==> config.mk <==
export PLATFORM = sky130hd
export DESIGN_NAME = csr_urw_mod
export DESIGN_NICKNAME = d
export VERILOG_FILES = /design/src/rtl/csr_urw_pkg.sv /design/src/rtl/csr_urw_mod.sv
export SDC_FILE = /design/constraint.sdc
export NUM_CORES = 1
export LEC_CHECK = 0
export BUFFER_PORTS_ARGS = -buffer_cell sky130_fd_sc_hd__buf_2
export CAP_MARGIN = 5
export CORE_MARGIN = 2
export CORE_UTILIZATION = 30
export CTS_CLUSTER_DIAMETER = 120
export DETAILED_ROUTE_END_ITERATION = 8
export MAX_ROUTING_LAYER = met4
export PLACE_DENSITY = 0.51
export SYNTH_ARGS = -nofsm -noshare
export SYNTH_HDL_FRONTEND = slang
export SYNTH_SLANG_ARGS = --single-unit
==> constraint.sdc <==
create_clock -name clk -period 3.5 [get_ports clk]
set_clock_uncertainty 0.2 [all_clocks]
set_input_delay 0.7 -clock clk [delete_from_list [all_inputs] [get_ports clk]]
set_output_delay 0.7 -clock clk [all_outputs]
set_load 0.01 [all_outputs]
==> src/rtl/csr_urw_pkg.sv <==
`default_nettype none

package csr_urw_pkg;

  localparam int MAX_NODES = 1024;
  localparam int MAX_EDGES = 8192;
  localparam int MAX_STEPS = 63;

  localparam int KIND_W   = 2;
  localparam int ADDR_W   = 13;
  localparam int DATA_W   = 14;
  localparam int START_W  = 10;
  localparam int NODE_W   = 11;
  localparam int STEP_W   = 6;
  localparam int RNG_W    = 32;
  localparam int CFG_W    = 32;
  localparam int CFG_IDX_W = 1;

  localparam int RP_AW  = $clog2(MAX_NODES + 1);
  localparam int NB_AW  = $clog2(MAX_EDGES);
  localparam int NB_DW  = $clog2(MAX_NODES);
  localparam int OFF_W  = DATA_W;
  localparam int DIV_CNT_W = $clog2(RNG_W);

  localparam logic [KIND_W-1:0] KIND_ROW  = 2'd0;
  localparam logic [KIND_W-1:0] KIND_NBR  = 2'd1;
  localparam logic [KIND_W-1:0] KIND_WALK = 2'd2;

  localparam logic [CFG_IDX_W-1:0] CFG_WALK_STEPS = 1'd0;
  localparam logic [CFG_IDX_W-1:0] CFG_RNG_SEED   = 1'd1;

  localparam logic [RNG_W-1:0] LFSR_TAPS = 32'h8020_0003;
  localparam logic signed [NODE_W-1:0] NODE_DEAD = -11'sd1;
  localparam logic [STEP_W-1:0] WALK_STEPS_RST = 6'd8;

  typedef struct packed {
    logic             start;
    logic [RNG_W-1:0] dividend;
    logic [OFF_W-1:0] divisor;
  } mod_req_t;

  typedef struct packed {
    logic             done;
    logic [OFF_W-1:0] rem;
  } mod_rsp_t;

  function automatic logic [OFF_W-1:0] clamp_offset(input logic [OFF_W-1:0] v);
    logic [OFF_W-1:0] lim;
    lim = OFF_W'(MAX_EDGES);
    return (v > lim) ? lim : v;
  endfunction

  function automatic logic [RNG_W-1:0] lfsr_next(input logic [RNG_W-1:0] r);
    logic [RNG_W-1:0] s;
    s = r >> 1;
    return r[0] ? (s ^ LFSR_TAPS) : s;
  endfunction

  function automatic logic [RNG_W-1:0] seed_value(input logic [RNG_W-1:0] s);
    return (s == '0) ? RNG_W'(1) : s;
  endfunction

endpackage

`default_nettype wire

==> src/rtl/csr_urw_mod.sv <==
`default_nettype none

module csr_urw_mod (
  input  wire logic                  clk,
  input  wire logic                  rst_n,
  input  wire csr_urw_pkg::mod_req_t req,
  output csr_urw_pkg::mod_rsp_t      rsp
);
  import csr_urw_pkg::*;

  logic [RNG_W-1:0]     dvd_r;
  logic [OFF_W-1:0]     dsr_r;
  logic [OFF_W-1:0]     rem_r;
  logic [DIV_CNT_W-1:0] cnt_r;
  logic                 busy_r;
  logic                 done_r;

  logic [OFF_W:0]   trial;
  logic [OFF_W:0]   diff;
  logic [OFF_W-1:0] rem_nxt;

  // restoring division, one quotient bit per cycle
  always_comb begin
    trial   = {rem_r, dvd_r[RNG_W-1]};
    diff    = trial - {1'b0, dsr_r};
    rem_nxt = (trial >= {1'b0, dsr_r}) ? diff[OFF_W-1:0] : trial[OFF_W-1:0];
  end

  always_ff @(posedge clk) begin
    if (!rst_n) begin
      busy_r <= 1'b0;
      done_r <= 1'b0;
      cnt_r  <= '0;
    end else begin
      done_r <= 1'b0;
      if (req.start) begin
        busy_r <= 1'b1;
        cnt_r  <= '0;
        dvd_r  <= req.dividend;
        dsr_r  <= req.divisor;
        rem_r  <= '0;
      end else if (busy_r) begin
        rem_r <= rem_nxt;
        dvd_r <= dvd_r << 1;
        cnt_r <= cnt_r + DIV_CNT_W'(1);
        if (cnt_r == DIV_CNT_W'(RNG_W - 1)) begin
          busy_r <= 1'b0;
          done_r <= 1'b1;
        end
      end
    end
  end

  assign rsp.done = done_r;
  assign rsp.rem  = rem_r;

endmodule

`default_nettype wire

==> results.json <==
{
  "leakagePower_nw": 1.72,
  "grt_pass1_vias": 2334,
  "layout_commonest_cell": "buf_2",
  "drt_wl_total_um": 7110,
  "n_antenna_cell": 0,
  "placed_cell_area_um2": 3900,
  "clk_pin_slew_ns": 0.06,
  "die_w_um": 111,
  "crit_fanout": 20,
  "final_cells": 482,
  "avgRoutedWirePerCell_um": 14.7,
  "rsz0062_at_grt": "false",
  "insertion_delay_ns": 0.33,
  "pre_cts_slack_ns": 0.540,
  "drc": 0,
  "startpoint_type": "flop",
  "ys_ff_latch": 67,
  "slowest_delay_ns": 0.52,
  "relSlewSlack_pct": 51.8,
  "synth.largest_area_cell": "edfxtp_1",
  "rows": 39,
  "post-route-util_pct": 37.1,
  "grt-ovfl-total": 0,
  "antenna_found_initial": 0,
  "ir_drop_v": 0.000287,
  "synth_cells": 268,
  "cts_setup_buffers": 0,
  "place_congestion": 0.868,
  "design_area_um2": 4200,
  "synthesis.area_um2": 3460,
  "firstDrtPassIters": 4,
  "yosysUniqueCellTypes": 41,
  "crit_chain": "ha_1 > nand4_4 > nor4_2 > a2111oi_2 > nand3_2 > mux2i_1 > nor2_1",
  "cts.path.max_buffers": 2,
  "final_nets": 400,
  "setup_slack_ns": 0.539,
  "cts_resized": 0,
  "numCtsBuffers": 9,
  "crit_family": "simple AND/OR/NAND/NOR gates",
  "drtIter0Drc": 116,
  "hpwl_um": 5010,
  "io-pin-count": 64,
  "mostFrequentLayoutCells": "63 x buf_2, 60 x edfxtp_1, 31 x mux2_2",
  "die_y_um": 111,
  "hold_violations": 0,
  "worstPathArrival_ns": 2.83,
  "endpoint_kind": "flop",
  "core_area_um2": 11300,
  "dieArea_um2": 12400,
  "ys_seq_area_share_pct": 56.2,
  "yosysWarnings": 0,
  "cts_tree": "yes",
  "crit_slowest_cell": "nand3_2",
  "status": "finished clean",
  "cts_hold_buf": 0,
  "syn_area_per_cell_um2": 12.9,
  "fin_tns_setup_ns": 0,
  "synth.top_cell.area_share_pct": 52.1,
  "start_util_pct": 30.5,
  "crit_type": "reg -> reg",
  "yosys-top-cells-area": "edfxtp_1 52%, mux2_2 10%, ha_1 5.8%",
  "track_usage_pct": 12.5,
  "path_buf_inv": 0,
  "slew_violations": 0,
  "max_freq_ghz": 0.338,
  "worst_slew_pin_slew_ns": 0.724,
  "min_period_ns": 2.96,
  "drv_cap": 0,
  "syn_nets": 334,
  "cts-root-buf": "clkbuf_16",
  "required_ns": 3.37,
  "numPortBuffers": 63,
  "clock-sinks": 67,
  "synthToLayoutAreaGrowth_pct": 21.5,
  "power_density_nw_per_um2": 543,
  "fin_crit_sh_pct": 84.6,
  "htree_levels": 3,
  "grt_first_pass_wirelength_um": 11700,
  "grt_max_degree": 40,
  "hp-class": "reg -> reg",
  "place_inst": 466,
  "drive_gt1_share_pct": 35.4,
  "vias": 2263,
  "finalSetupViolations": 0,
  "ant_nets": 0,
  "post_drt_via_cell_ratio": 4.70
}
## synthesized netlist by cell type, drive strengths merged
cell          n
edfxtp       60
mux2         31
nor2         22
inv          19
a21oi        17
ha           16
nand2        13
mux2i         8
o21ai         8
dfxtp         7
nand4         7
xor2          7
buf           6
a211oi        5
xnor2         5
nand3         4
and2          3
clkbuf        3
nand2b        3
a21boi        2
a21o          2
and3          2
o21a          2
o21bai        2
o22ai         2
or3           2
a2111oi       1
a311oi        1
dlygate4sd3   1
fa            1
nand3b        1
nor4          1
o2111ai       1
o211a         1
o211ai        1
o31ai         1
## area by class of cell
class,count,area (um^2)
sequential,67,1940
tap,143,179
timing repair buffer,65,343
multi-input combinational,172,1360
inverter,19,71.3
clock buffer,12,278
fill,1137,7120
clock inverter,4,28.8
## per-layer routing
layer | vias up | part of all wire [%] | track usage (%)
met1 | 1078 | 47 | 16.0
met3 | 8 | 5.1 | 3.76
met2 | 61 | 46 | 18.9
li1 | 1116 | - | -
met4 | 0 | 1.3 | 4.28
met5 | - | 0 | -
## worst paths after layout
kind / endpoint / slack [ns] / from / cells past startpoint
worst max-delay path: rem_r[5] / 0.54 / rem_r[6] / 7
worst min-delay path: cnt_r[4] / 0.30 / cnt_r[4] / 2
worst max register to register: rem_r[5] / 0.54 / rem_r[6] / 7
worst min register to register: cnt_r[4] / 0.30 / cnt_r[4] / 2
## kinds of logic (layout without fill, tap and decap cells)
logic type               Yosys count  in the layout  share of synthesized area [%]
AO/OA/AOI/OAI                     46             46                           8.90
XOR/XNOR                          12             12                           3.04
adder cells (fa/ha/maj)           17             17                           6.37
buffers and inverters             29            100                           4.52
flip-flops                        67             67                           56.2
multiplexers                      39             39                           12.4
AND/OR/NAND/NOR                   58             58                           8.61
## worst register-to-register path, stage by stage, from the launching register on
cell	delay [ns]
edfxtp_1	0.45
ha_1	0.45
nand4_4	0.15
nor4_2	0.06
a2111oi_2	0.49
nand3_2	0.52
mux2i_1	0.30
nor2_1	0.07
## flip-flops by register name (all words and copies together), names as in the netlist
signal and flops:
dsr_r 14, dvd_r 32, busy_r 1, cnt_r 5
done_r 1, rem_r 14
## metrics by stage
stage	hold slack [ns]	total power [mW]
2_1_floorplan	0.267	1.27
3_5_place_dp	0.292	1.38
4_1_cts	0.307	2.31
3_3_place_gp	0.285	1.37
6_report	0.303	2.28
5_1_grt	0.329	2.39
## power by group
part / total (mW) / switching, mW / internal [mW] / leakage [nW]
sequential: 0.973 / 0.0274 / 0.945 / 0.630
combinational: 0.385 / 0.215 / 0.170 / 0.933
clock: 0.924 / 0.359 / 0.565 / 0.155
(Power assumes the default switching activity.)
